`src/hdl/elr_pkg.sv`:
```
package elr_pkg;

  localparam int unsigned COORD_BITS_DEF = 12;
  localparam int unsigned TERM_BITS      = 48;

  localparam int unsigned PH_BITS = 2;
  localparam logic [PH_BITS-1:0] PH_MAIN = 2'd0;
  localparam logic [PH_BITS-1:0] PH_TAIL = 2'd1;
  localparam logic [PH_BITS-1:0] PH_DONE = 2'd2;

  localparam int unsigned PC_BITS = 4;
  localparam logic [PC_BITS-1:0] PC_IDLE  = 4'd0;
  localparam logic [PC_BITS-1:0] PC_START = 4'd1;
  localparam logic [PC_BITS-1:0] PC_S1    = 4'd2;
  localparam logic [PC_BITS-1:0] PC_S2    = 4'd3;
  localparam logic [PC_BITS-1:0] PC_S3    = 4'd4;
  localparam logic [PC_BITS-1:0] PC_S4    = 4'd5;
  localparam logic [PC_BITS-1:0] PC_MAIN  = 4'd6;
  localparam logic [PC_BITS-1:0] PC_M1    = 4'd7;
  localparam logic [PC_BITS-1:0] PC_M2    = 4'd8;
  localparam logic [PC_BITS-1:0] PC_M3    = 4'd9;
  localparam logic [PC_BITS-1:0] PC_TAIL  = 4'd10;
  localparam logic [PC_BITS-1:0] PC_T1    = 4'd11;
  localparam logic [PC_BITS-1:0] PC_DONE  = 4'd12;

  typedef enum logic [1:0] {
    SEQ_WAIT,
    SEQ_NEXT,
    SEQ_RET
  } seq_e;

  typedef enum logic [3:0] {
    OP_NOP,
    OP_LOAD,
    OP_ST_AA,
    OP_ST_BB,
    OP_ST_SX,
    OP_ST_E0,
    OP_ST_E1,
    OP_MN_FLAG,
    OP_MN_ERRX,
    OP_MN_ERRY,
    OP_MN_COORD,
    OP_TL_UP,
    OP_TL_LOW
  } op_e;

  typedef enum logic [2:0] {
    EM_NONE,
    EM_RU,
    EM_LU,
    EM_LL,
    EM_RL,
    EM_TU,
    EM_TL,
    EM_ZERO
  } emit_e;

  typedef struct packed {
    seq_e  seq;
    op_e   op;
    emit_e emit;
    logic  last;
  } ucode_t;

  typedef struct packed {
    ucode_t uc;
    logic   fire;
  } ctl_t;

  typedef struct packed {
    logic [PH_BITS-1:0] phase;
    logic               out_free;
  } stat_t;

  function automatic ucode_t ucode_rom(input logic [PC_BITS-1:0] pc);
    ucode_t w;
    w.seq  = SEQ_RET;
    w.op   = OP_NOP;
    w.emit = EM_NONE;
    w.last = 1'b0;
    unique case (pc)
      PC_IDLE: begin
        w.seq = SEQ_WAIT;
        w.op  = OP_LOAD;
      end
      PC_START: begin
        w.seq = SEQ_NEXT;
        w.op  = OP_ST_AA;
      end
      PC_S1: begin
        w.seq = SEQ_NEXT;
        w.op  = OP_ST_BB;
      end
      PC_S2: begin
        w.seq = SEQ_NEXT;
        w.op  = OP_ST_SX;
      end
      PC_S3: begin
        w.seq = SEQ_NEXT;
        w.op  = OP_ST_E0;
      end
      PC_S4: begin
        w.op = OP_ST_E1;
      end
      PC_MAIN: begin
        w.seq  = SEQ_NEXT;
        w.op   = OP_MN_FLAG;
        w.emit = EM_RU;
      end
      PC_M1: begin
        w.seq  = SEQ_NEXT;
        w.op   = OP_MN_ERRX;
        w.emit = EM_LU;
      end
      PC_M2: begin
        w.seq  = SEQ_NEXT;
        w.op   = OP_MN_ERRY;
        w.emit = EM_LL;
      end
      PC_M3: begin
        w.op   = OP_MN_COORD;
        w.emit = EM_RL;
        w.last = 1'b1;
      end
      PC_TAIL: begin
        w.seq  = SEQ_NEXT;
        w.op   = OP_TL_UP;
        w.emit = EM_TU;
      end
      PC_T1: begin
        w.op   = OP_TL_LOW;
        w.emit = EM_TL;
        w.last = 1'b1;
      end
      PC_DONE: begin
        w.emit = EM_ZERO;
        w.last = 1'b1;
      end
      default: begin
        w.seq = SEQ_RET;
      end
    endcase
    return w;
  endfunction

endpackage

```
`src/hdl/ellipse_rect_rasterizer.sv`:
```
// Bresenham outline of an ellipse inscribed in a rectangle.
// Input channel s_*: tuser = 0 starts a new ellipse from the corners in
// tdata, tuser = 1 advances the outline by one step. Output channel m_*:
// one pixel per transfer, tlast on the final pixel of a step, tuser set
// on the single marker transfer a step returns once the outline is done.
// A start transfer returns nothing; once it is accepted, setup runs on one
// shared multiplier before the next transfer is accepted. A main-loop step
// is accepted, then its four pixels move one by one into the output
// register; a tail step returns two pixels and a step after the end returns
// only the done marker. Pixels are registered: each appears in the cycle
// after it is produced. The rate is set by the microcode sequencer,
// which runs one control word per cycle and emits at most one pixel each.
// A stalled receiver holds the output register; the sequencer then waits
// on the pixel-producing step and no new input is accepted meanwhile.
// After reset the outline counts as finished: steps return the done
// marker until a start transfer arrives.
module ellipse_rect_rasterizer #(
  parameter int unsigned COORD_BITS = elr_pkg::COORD_BITS_DEF
) (
  input  logic                                      clk_i,
  input  logic                                      rst_ni,
  input  logic                                      s_tvalid_i,
  output logic                                      s_tready_o,
  // left, top, right, bottom
  input  logic [((4*COORD_BITS+7)/8)*8-1:0]         s_tdata_i,
  // action
  input  logic                                      s_tuser_i,
  output logic                                      m_tvalid_o,
  input  logic                                      m_tready_i,
  // point_x, point_y
  output logic [((2*COORD_BITS+7)/8)*8-1:0]         m_tdata_o,
  output logic                                      m_tlast_o,
  // done_res
  output logic                                      m_tuser_o
);

  localparam int unsigned CB = COORD_BITS;
  localparam int unsigned OW = ((2*COORD_BITS+7)/8)*8;

  elr_pkg::ctl_t  ctl;
  elr_pkg::stat_t stat;

  logic signed [CB-1:0] point_x, point_y;

  elr_sequencer u_seq (
    .clk_i     (clk_i),
    .rst_ni    (rst_ni),
    .s_valid_i (s_tvalid_i),
    .action_i  (s_tuser_i),
    .stat_i    (stat),
    .ctl_o     (ctl),
    .s_ready_o (s_tready_o)
  );

  elr_datapath #(
    .COORD_BITS (COORD_BITS)
  ) u_dp (
    .clk_i       (clk_i),
    .rst_ni      (rst_ni),
    .ctl_i       (ctl),
    .action_i    (s_tuser_i),
    .x1_i        (s_tdata_i[CB-1:0]),
    .y1_i        (s_tdata_i[2*CB-1:CB]),
    .x2_i        (s_tdata_i[3*CB-1:2*CB]),
    .y2_i        (s_tdata_i[4*CB-1:3*CB]),
    .out_ready_i (m_tready_i),
    .stat_o      (stat),
    .out_valid_o (m_tvalid_o),
    .point_x_o   (point_x),
    .point_y_o   (point_y),
    .last_o      (m_tlast_o),
    .done_o      (m_tuser_o)
  );

  assign m_tdata_o = OW'({point_y, point_x});

endmodule

```
`src/hdl/elr_sequencer.sv`:
```
module elr_sequencer (
  input  logic          clk_i,
  input  logic          rst_ni,
  input  logic          s_valid_i,
  input  logic          action_i,
  input  elr_pkg::stat_t stat_i,
  output elr_pkg::ctl_t  ctl_o,
  output logic          s_ready_o
);

  logic [elr_pkg::PC_BITS-1:0] pc_q, pc_d;
  logic [elr_pkg::PC_BITS-1:0] dispatch;
  elr_pkg::ucode_t             uc;
  logic                        fire;

  assign uc = elr_pkg::ucode_rom(pc_q);

  always_comb begin
    unique case (uc.seq)
      elr_pkg::SEQ_WAIT: fire = s_valid_i;
      default:           fire = (uc.emit == elr_pkg::EM_NONE) || stat_i.out_free;
    endcase
  end

  always_comb begin
    unique case (stat_i.phase)
      elr_pkg::PH_MAIN: dispatch = elr_pkg::PC_MAIN;
      elr_pkg::PH_TAIL: dispatch = elr_pkg::PC_TAIL;
      default:          dispatch = elr_pkg::PC_DONE;
    endcase
  end

  always_comb begin
    pc_d = pc_q;
    unique case (uc.seq)
      elr_pkg::SEQ_WAIT: begin
        if (fire) begin
          pc_d = action_i ? dispatch : elr_pkg::PC_START;
        end
      end
      elr_pkg::SEQ_NEXT: begin
        if (fire) begin
          pc_d = pc_q + elr_pkg::PC_BITS'(1);
        end
      end
      default: begin
        if (fire) begin
          pc_d = elr_pkg::PC_IDLE;
        end
      end
    endcase
  end

  always_ff @(posedge clk_i or negedge rst_ni) begin
    if (!rst_ni) begin
      pc_q <= elr_pkg::PC_IDLE;
    end else begin
      pc_q <= pc_d;
    end
  end

  assign ctl_o.uc   = uc;
  assign ctl_o.fire = fire;
  assign s_ready_o  = (uc.seq == elr_pkg::SEQ_WAIT);

endmodule

```
`src/hdl/elr_datapath.sv`:
```
module elr_datapath #(
  parameter int unsigned COORD_BITS = elr_pkg::COORD_BITS_DEF
) (
  input  logic                         clk_i,
  input  logic                         rst_ni,
  input  elr_pkg::ctl_t                ctl_i,
  input  logic                         action_i,
  input  logic signed [COORD_BITS-1:0] x1_i,
  input  logic signed [COORD_BITS-1:0] y1_i,
  input  logic signed [COORD_BITS-1:0] x2_i,
  input  logic signed [COORD_BITS-1:0] y2_i,
  input  logic                         out_ready_i,
  output elr_pkg::stat_t               stat_o,
  output logic                         out_valid_o,
  output logic signed [COORD_BITS-1:0] point_x_o,
  output logic signed [COORD_BITS-1:0] point_y_o,
  output logic                         last_o,
  output logic                         done_o
);

  localparam int unsigned CB = COORD_BITS;
  localparam int unsigned SQ = 2 * COORD_BITS;
  localparam int unsigned PW = 3 * COORD_BITS + 2;
  localparam int unsigned TB = elr_pkg::TERM_BITS;

  logic signed [CB-1:0] left_q, right_q, upper_q, lower_q;
  logic [CB-1:0]        a_q, span_q;
  logic                 odd_q;
  logic [SQ-1:0]        aa_q, bb_q;
  logic signed [TB-1:0] err_q, sx_q, sy_q, gx_q, gy_q;
  logic                 xs_q, ys_q;
  logic [elr_pkg::PH_BITS-1:0] phase_q;

  logic                 out_valid_q, out_last_q, out_done_q;
  logic signed [CB-1:0] out_x_q, out_y_q;

  logic signed [CB:0]   dx, dy;
  logic signed [CB-1:0] ymin;
  logic [CB:0]          half_b;
  logic signed [CB:0]   one_minus_a;
  logic signed [SQ:0]   mul_a;
  logic signed [CB:0]   mul_b;
  logic signed [PW-1:0] prod;
  logic signed [TB-1:0] prod_t, aa_t, bb_t;
  logic signed [TB:0]   e2, sx_ext, sy_ext;
  logic                 xs, ys;
  logic signed [CB-1:0] nl, nr, nu, nlo, col, tu, tlo;
  logic signed [CB:0]   diff_m, diff_t, span_s;
  logic signed [CB-1:0] em_x, em_y;
  logic                 em_done, load_out;

  assign dx = (x1_i < x2_i) ? ((CB+1)'(x2_i) - (CB+1)'(x1_i))
                            : ((CB+1)'(x1_i) - (CB+1)'(x2_i));
  assign dy = (y1_i < y2_i) ? ((CB+1)'(y2_i) - (CB+1)'(y1_i))
                            : ((CB+1)'(y1_i) - (CB+1)'(y2_i));
  assign ymin = (y1_i < y2_i) ? y1_i : y2_i;

  assign half_b      = ({1'b0, span_q} + (CB+1)'(1)) >> 1;
  assign one_minus_a = (CB+1)'(1) - {1'b0, a_q};

  always_comb begin
    unique case (ctl_i.uc.op)
      elr_pkg::OP_ST_AA: begin
        mul_a = (SQ+1)'(a_q);
        mul_b = {1'b0, a_q};
      end
      elr_pkg::OP_ST_BB: begin
        mul_a = (SQ+1)'(span_q);
        mul_b = {1'b0, span_q};
      end
      default: begin
        mul_a = {1'b0, bb_q};
        mul_b = one_minus_a;
      end
    endcase
  end

  assign prod   = mul_a * mul_b;
  assign prod_t = TB'(prod);
  assign aa_t   = TB'(aa_q);
  assign bb_t   = TB'(bb_q);

  assign e2     = {err_q, 1'b0};
  assign sx_ext = (TB+1)'(sx_q);
  assign sy_ext = (TB+1)'(sy_q);
  assign xs     = (e2 >= sx_ext);
  assign ys     = (e2 <= sy_ext);

  assign nl     = xs_q ? left_q + 1'b1 : left_q;
  assign nr     = xs_q ? right_q - 1'b1 : right_q;
  assign nu     = ys_q ? upper_q + 1'b1 : upper_q;
  assign nlo    = ys_q ? lower_q - 1'b1 : lower_q;
  assign span_s = {1'b0, span_q};
  assign diff_m = (CB+1)'(nu) - (CB+1)'(nlo);

  assign col    = left_q - 1'b1;
  assign tu     = upper_q + 1'b1;
  assign tlo    = lower_q - 1'b1;
  assign diff_t = (CB+1)'(upper_q) - (CB+1)'(tlo);

  always_ff @(posedge clk_i or negedge rst_ni) begin
    if (!rst_ni) begin
      left_q  <= '0;
      right_q <= '0;
      upper_q <= '0;
      lower_q <= '0;
      a_q     <= '0;
      span_q  <= '0;
      odd_q   <= 1'b0;
      aa_q    <= '0;
      bb_q    <= '0;
      err_q   <= '0;
      sx_q    <= '0;
      sy_q    <= '0;
      gx_q    <= '0;
      gy_q    <= '0;
      xs_q    <= 1'b0;
      ys_q    <= 1'b0;
      phase_q <= elr_pkg::PH_DONE;
    end else if (ctl_i.fire) begin
      unique case (ctl_i.uc.op)
        elr_pkg::OP_LOAD: begin
          if (!action_i) begin
            left_q  <= (x1_i > x2_i) ? x2_i : x1_i;
            right_q <= (x1_i > x2_i) ? x1_i : x2_i;
            upper_q <= ymin;
            a_q     <= dx[CB-1:0];
            span_q  <= dy[CB-1:0];
            odd_q   <= dy[0];
          end
        end
        elr_pkg::OP_ST_AA: begin
          upper_q <= upper_q + half_b[CB-1:0];
          aa_q    <= prod[SQ-1:0];
        end
        elr_pkg::OP_ST_BB: begin
          lower_q <= upper_q - CB'(odd_q);
          sy_q    <= odd_q ? (aa_t <<< 3) : (aa_t <<< 2);
          gy_q    <= aa_t <<< 3;
          bb_q    <= prod[SQ-1:0];
        end
        elr_pkg::OP_ST_SX: begin
          sx_q <= prod_t <<< 2;
          gx_q <= bb_t <<< 3;
        end
        elr_pkg::OP_ST_E0: begin
          err_q <= sx_q + sy_q;
        end
        elr_pkg::OP_ST_E1: begin
          err_q   <= odd_q ? err_q + aa_t : err_q;
          phase_q <= elr_pkg::PH_MAIN;
        end
        elr_pkg::OP_MN_FLAG: begin
          xs_q <= xs;
          ys_q <= ys;
          if (xs) begin
            sx_q <= sx_q + gx_q;
          end
          if (ys) begin
            sy_q <= sy_q + gy_q;
          end
        end
        elr_pkg::OP_MN_ERRX: begin
          if (xs_q) begin
            err_q <= err_q + sx_q;
          end
        end
        elr_pkg::OP_MN_ERRY: begin
          if (ys_q) begin
            err_q <= err_q + sy_q;
          end
        end
        elr_pkg::OP_MN_COORD: begin
          left_q  <= nl;
          right_q <= nr;
          upper_q <= nu;
          lower_q <= nlo;
          if (!(nl <= nr)) begin
            phase_q <= (diff_m < span_s) ? elr_pkg::PH_TAIL : elr_pkg::PH_DONE;
          end
        end
        elr_pkg::OP_TL_UP: begin
          upper_q <= tu;
        end
        elr_pkg::OP_TL_LOW: begin
          lower_q <= tlo;
          if (!(diff_t < span_s)) begin
            phase_q <= elr_pkg::PH_DONE;
          end
        end
        default: begin
        end
      endcase
    end
  end

  always_comb begin
    em_done = 1'b0;
    unique case (ctl_i.uc.emit)
      elr_pkg::EM_RU: begin
        em_x = right_q;
        em_y = upper_q;
      end
      elr_pkg::EM_LU: begin
        em_x = left_q;
        em_y = upper_q;
      end
      elr_pkg::EM_LL: begin
        em_x = left_q;
        em_y = lower_q;
      end
      elr_pkg::EM_RL: begin
        em_x = right_q;
        em_y = lower_q;
      end
      elr_pkg::EM_TU: begin
        em_x = col;
        em_y = tu;
      end
      elr_pkg::EM_TL: begin
        em_x = col;
        em_y = tlo;
      end
      elr_pkg::EM_ZERO: begin
        em_x    = '0;
        em_y    = '0;
        em_done = 1'b1;
      end
      default: begin
        em_x = '0;
        em_y = '0;
      end
    endcase
  end

  assign load_out = ctl_i.fire && (ctl_i.uc.emit != elr_pkg::EM_NONE);

  always_ff @(posedge clk_i or negedge rst_ni) begin
    if (!rst_ni) begin
      out_valid_q <= 1'b0;
    end else if (load_out) begin
      out_valid_q <= 1'b1;
    end else if (out_ready_i) begin
      out_valid_q <= 1'b0;
    end
  end

  always_ff @(posedge clk_i) begin
    if (load_out) begin
      out_x_q    <= em_x;
      out_y_q    <= em_y;
      out_last_q <= ctl_i.uc.last;
      out_done_q <= em_done;
    end
  end

  assign stat_o.phase    = phase_q;
  assign stat_o.out_free = !out_valid_q || out_ready_i;
  assign out_valid_o     = out_valid_q;
  assign point_x_o       = out_x_q;
  assign point_y_o       = out_y_q;
  assign last_o          = out_last_q;
  assign done_o          = out_done_q;

endmodule

```
`config.mk`:
```
export PLATFORM = sky130hd
export DESIGN_NAME = ellipse_rect_rasterizer
export DESIGN_NICKNAME = d
export VERILOG_FILES = /design/src/hdl/elr_pkg.sv /design/src/hdl/ellipse_rect_rasterizer.sv /design/src/hdl/elr_sequencer.sv /design/src/hdl/elr_datapath.sv
export SDC_FILE = /design/constraint.sdc
export NUM_CORES = 2
export LEC_CHECK = 0
export ABC_CLOCK_PERIOD_IN_PS = 19100
export BUFFER_PORTS_ARGS = -buffer_cell sky130_fd_sc_hd__buf_2
export CORE_MARGIN = 1.5
export CORE_UTILIZATION = 50
export CTS_CLUSTER_SIZE = 30
export DETAILED_ROUTE_END_ITERATION = 10
export PLACE_DENSITY_LB_ADDON = 0.05
export SETUP_SLACK_MARGIN = 0.2
export SLEW_MARGIN = 25
export SYNTH_ARGS = -nofsm -noshare
export SYNTH_HDL_FRONTEND = slang
export SYNTH_SLANG_ARGS = --single-unit
```
`constraint.sdc`:
```
create_clock -name clk_i -period 19.1 [get_ports clk_i]
set_input_delay 3.82 -clock clk_i [delete_from_list [all_inputs] [get_ports clk_i]]
set_output_delay 3.82 -clock clk_i [all_outputs]
set_load 0.05 [all_outputs]
```
# Word level (Yosys, flattened, before mapping)
# Index checks and enable logic that the tools add are counted.
[totals] regBits=348 inputBits=53 output_inout_bits=28 elab_cells=179
[classes] addsub=22 mul=1 order_cmp=8 n_eq_ne=41 mux=47 bitwise_logic=1 n_reduce_logical=36
[op_table] operator="$mux W48" n=5
[op_table] operator="$pmux W48 S2" n=2
[op_table] operator="$pmux W48 S4" n=1
[op_table] operator="$add A48 B48 Y48" n=3
[op_table] operator="$mux W12" n=12
[op_table] operator="$add A48 B28 Y48" n=2
[op_table] operator="$pmux W12 S4" n=2
[op_table] operator="$pmux W12 S3" n=2
[op_table] operator="$ge A49 B48 Y1" n=1
[op_table] operator="$le A49 B48 Y1" n=1
[op_table] operator="$add A48 B25 Y48" n=1
[op_table] operator="$pmux W12 S2" n=2
[op_table] operator="$pmux W24 S2" n=1
[op_table] operator="$pmux W4 S12" n=1
[op_table] operator="$sub A12 B12 Y12" n=4
[op_table] operator="$eq A4 B4 Y1 const B" n=10
[op_table] operator="$mul A25 B13 Y38" n=1
[op_table] operator="$sub A12 B1 Y12 const B" n=3
[op_table] operator="$eq A4 B3 Y1 const B" n=8
[op_table] operator="$mux W27" n=1
[op_table] operator="$lt A13 B13 Y1" n=2
[op_table] operator="$pmux W13 S2" n=1
[op_table] operator="$sub A12 B12 Y13" n=2
[op_table] operator="$add A12 B1 Y12 const B" n=2
[op_table] operator="40 further kinds" n=86

# Depth between registers and ports, before layout
[logic_depth] ltp_word=7 mapped_depth=35 mapped_depth_nobuf=33

# Hierarchy
# From an unflattened synthesis, not the netlist that was laid out.
[unflattened] cells_unflattened=5517 area_unflattened_um2=43568.0
[modules_own_cells] mod="elr_datapath" instances=1 cells_per_inst=5443 area_each_um2=42988.7 seq_area_each_um2=8614.5
[modules_own_cells] mod="elr_sequencer" instances=1 cells_per_inst=74 area_each_um2=579.3 seq_area_each_um2=100.1

# Least setup slack after synthesis
# Ideal clock, no wire load.
[synth_timing] path_type="reg2reg" startpoint="reg u_dp.a_q[3]" endpoint="reg u_dp.sx_q[39]" setup_time_ps=152 t_arrival_ps=8044 required_time_ps=18948 setup_slack_ps=10904 path_stages_with_launch=31 path_buffers=2 period_less_slack_ps=8196 cell_sequence="dfrtp_1 -> clkbuf_1 -> or3_1 -> or3_1 -> or3_1 -> or3_1 -> o31ai_1 -> buf_2 -> inv_2 -> o2111ai_1 -> fa_1 -> fa_1 -> inv_1 -> fa_1 -> fa_1 -> fa_1 -> inv_1 -> fa_1 -> inv_1 -> ha_1 -> nor2_1 -> a21oi_1 -> nand3_1 -> a31oi_1 -> a21oi_1 -> a31oi_1 -> nand3_1 -> a31oi_1 -> xnor2_1 -> nand2_1 -> o311ai_0"
[synth_via] elab_chain_cells=4 word_cells_on_any_way=5 classes_between="1 x add/sub; 1 x mul; 3 x mux"
[synth_rtl] item="from (decl)" line_no="elr_datapath.sv:27" text="logic [CB-1:0] a_q, span_q;"
[synth_rtl] item="from (signal assigned)" line_no="elr_datapath.sv:127" text="a_q <= dx[CB-1:0];"
[synth_rtl] item="$sub A1 B12 Y13" line_no="elr_datapath.sv:59" text="assign one_minus_a = (CB+1)'(1) - {1'b0, a_q};"
[synth_rtl] item="$pmux W13 S2" line_no="elr_datapath.sv:62" text="unique case (ctl_i.uc.op)"
[synth_rtl] item="$mul A25 B13 Y38 (*)" line_no="elr_datapath.sv:78" text="assign prod = mul_a * mul_b;"
[synth_rtl] item="$pmux W48 S2 (*)" line_no="elr_datapath.sv:121" text="unique case (ctl_i.uc.op)"
[synth_rtl] item="to (signal assigned)" line_no="elr_datapath.sv:143" text="sx_q <= prod_t <<< 2;"
[synth_rtl] item="to (signal assigned)" line_no="elr_datapath.sv:157" text="sx_q <= sx_q + gx_q;"
[synth_rtl] item="to (decl)" line_no="elr_datapath.sv:30" text="logic signed [TB-1:0] err_q, sx_q, sy_q, gx_q, gy_q;"
# Every way passes the cells marked *; elsewhere a longest branch is shown, timed or not.
# A chain may end at the register's enable or synchronous reset.

# Final worst setup path
[layout_timing] startpoint="reg u_seq.pc_q[0] (netlist name)" endpoint="reg u_dp.sx_q[39]"
[layout_via] elab_chain_cells=6 word_cells_on_any_way=32 classes_between="1 x mul; 17 x eq/ne; 7 x mux; 7 x reduce/logical"
[layout_rtl] item="from (decl)" line_no="elr_sequencer.sv:11" text="logic [elr_pkg::PC_BITS-1:0] pc_q, pc_d;"
[layout_rtl] item="from (signal assigned)" line_no="elr_sequencer.sv:56" text="pc_q <= elr_pkg::PC_IDLE;"
[layout_rtl] item="from (signal assigned)" line_no="elr_sequencer.sv:58" text="pc_q <= pc_d;"
[layout_rtl] item="$eq A4 B4 Y1, or another cell as far along" line_no="elr_pkg.sv:82" text="unique case (pc)"
[layout_rtl] item="$pmux W4 S12, or another cell as far along" line_no="elr_pkg.sv:82"
[layout_rtl] item="$eq A4 B2 Y1, or another cell as far along" line_no="elr_datapath.sv:62"
[layout_rtl] item="$pmux W24 S2, or another cell as far along" line_no="elr_datapath.sv:62"
[layout_rtl] item="$mul A25 B13 Y38 / $mux W1 (equally long branches)" line_no="elr_datapath.sv:78, elr_sequencer.sv:19"
[layout_rtl] item="$pmux W48 S2 / $reduce_and A3 Y1 (equally long branches)"
# Parallel ways exist; a longest one is shown, timed or not.

==> metrics <==
Yosys cell types=93; Final WS setup=9.279 ns; most common cell after layout, fill and taps aside=nand2_1; global route overflow=0; CP peak stage delay=0.70 ns; vias=38210; Reg clk slew, reported paths=0.06 ns; ranking of synthesized cells by area=dfrtp_1 18%, ha_1 14%, fa_1 12%; CTS tree=done; mux cell area share after synthesis=3.226%; unrepaired setup endpoints after global routing=no; HP Class=reg -> reg; Placer Congestion=0.9659; initial antenna violation count=4; Final ANT Viol Nets=0; die height=295.5 um; GRT Total Usage=31.99%; Die ar.=87330 um^2; share of cells above drive strength 1=6.547%; DRC viols=0; Fin. Hold Viols=0; post-cts sizing count=0; Die Span X=295.5 um; first-pass GRT wire length=217.5 mm; Root Buffer=clkbuf_16; register area share after synthesis=20.37%; Main synth FF type=dfrtp_1; cell mode on critical path=fa_1; Slowest-stage cell, CP=o221ai_1; post-route clock period utilization=51.42%; HPWL Detailed=107.3 mm; Layout area overhead=7.139%; Mapped Nets=6106; Reg2Reg Setup Slack=9.28 ns; most frequent cells in the layout=793 x nand2_1, 490 x inv_1, 480 x ha_1; crit path DAT=10.26 ns; Slew Viols, Final=0; Layout Skew=0.03870 ns; Async SR Flop Fraction=92.42%; clk_lat worst skew=0.60 ns; critical path class=reg -> reg; total CTS buffers=45; leading area contributor after synthesis=dfrtp_1; flops & latches, synth=343; crit end category=flop; DRT iter0 DRCs=2844; vias in the first global route=37850; crit start category=flop; vias per std cell=5.929; synthesized-area fraction occupied by adder cells=25.83%; outcome=finished, final reports clean; Synthesis Warnings=0; complex-gate fraction of the synthesized area=19.99%; Slew @ Worst Pin=0.9539 ns; largest net degree at the start of global routing=83; IO Pins=81; deepest level of the CTS H-tree=2; synthesized instance count=5321; final number of setup-violating endpoints=0; total wire length=138.8 mm; post-route setup TNS=0 ns; Placement Setup Slack=9.432 ns; largest family of logic cells by synthesized area=adder cells; Post-Syn Area=42780 um^2; simple-gate area share of the yosys netlist=18.13%; Initial Utilization=50.32%; Hold-fix buffers, CTS=0; Avg Cell Area, Syn=8.040 um^2; net count reported at finish=6049; Max Freq=101.8 MHz; EDFF count, synth=26; Final min period=9.821 ns; Post-Synth XOR/XNOR Area=5.896%; Port Buffer Count=80; crit path max fanout=45; number of buffers added for setup after CTS=0; max_cap viols=0; Placeable Area=85010 um^2; standard-cell rows=107; drt wl/cell=21.54 um; Synth top area share=18.48%; first drt pass iteration count=7; Critical Path RT=19.54 ns; CTS sink count=343; Max-slew headroom=36.41%; clock tree buffer depth=3; Inserted Diodes=0
cells in the mapped netlist, types with 43 or more instances:
master,number
nand2_1,796
inv_1,490
ha_1,480
nor2_1,412
o21ai_0,365
a21oi_1,351
dfrtp_1,316
fa_1,252
clkbuf_1,198
xnor2_1,169
a21o_1,164
xor2_1,119
nand3_1,97
nor3_1,87
mux2i_1,67
mux2_2,63
or3_1,52
nand2b_1,48
nand4_1,47
and2_1,44
nor2b_1,44
o211ai_1,43
path summary, 6_finish.rpt:
kind	depth (start not counted)	to	from
max in group asynchronous	3	u_dp.bb_q[22]	rst_ni
max	28	u_dp.sx_q[39]	u_seq.pc_q[0]
min reg2reg	2	u_dp.gy_q[16]	u_dp.gy_q[16]
max reg2reg	28	u_dp.sx_q[39]	u_seq.pc_q[0]
min in group asynchronous	1	u_dp.sx_q[6]	rst_ni
min	2	u_dp.gy_q[16]	u_dp.gy_q[16]
cell type report:
cell class	instances	area, um^2
multi-input cells	4246	31420
repair buffers	136	834.6
well taps	1144	1431
inverters	492	1847
flip-flops and latches	343	8716
clock inverters	22	306.5
fillers	8272	39180
clock buffers	61	1277
critical path, delay by kind of cell, from the launching register on:
family                   cells  cell delay [ns]
adder cells (fa/ha/maj)      8             3.92
AO/OA/AOI/OAI                8             3.10
AND/OR/NAND/NOR              7             1.59
buffers and inverters        4             0.52
flip-flops                   1             0.42
XOR/XNOR                     1             0.10
metrics by stage:
step                utilization, %  hold slack (ns)  std cells  area [um^2]
floorplan                        -           0.4524       5321        42780
global placement             52.03           0.4669       6361        44230
detailed placement           52.04           0.4692       6361        44240
CTS                          53.90           0.4866       6444        45830
global route                 53.92           0.5116       6444        45840
finish                       53.92           0.4834       6444        45840
flip-flops by register name, indices dropped and copies added (netlist names), 24 cells and up:
| register | count |
|---|---|
| u_dp.aa_q | 24 |
| u_dp.bb_q | 24 |
| u_dp.err_q | 48 |
| u_dp.gx_q | 24 |
| u_dp.gy_q | 24 |
| u_dp.sx_q | 46 |
| u_dp.sy_q | 46 |
cell families (layout without fill, tap and decap cells):
logic type,count (synthesis),count (layout)
buffers and inverters,732,711
multiplexers,130,130
flip-flops,343,343
AO/OA/AOI/OAI,1351,1351
other,1,1
AND/OR/NAND/NOR,1744,1744
XOR/XNOR,288,288
adder cells (fa/ha/maj),732,732
per-layer routing:
layer  GRT usage [%]  wire length (um)  vias up  part of all wire [%]
met2           54.77             66060     1155                    48
li1                -                 -    18280                     -
met1           41.89             60090    18500                    43
met4           10.74              4862        4                   3.5
met3           3.608              7783      272                   5.6
met5               0                24        -                 0.017
Power is not shown: default switching activity piles up to over one toggle a cycle in this logic, so the estimate is an artifact.
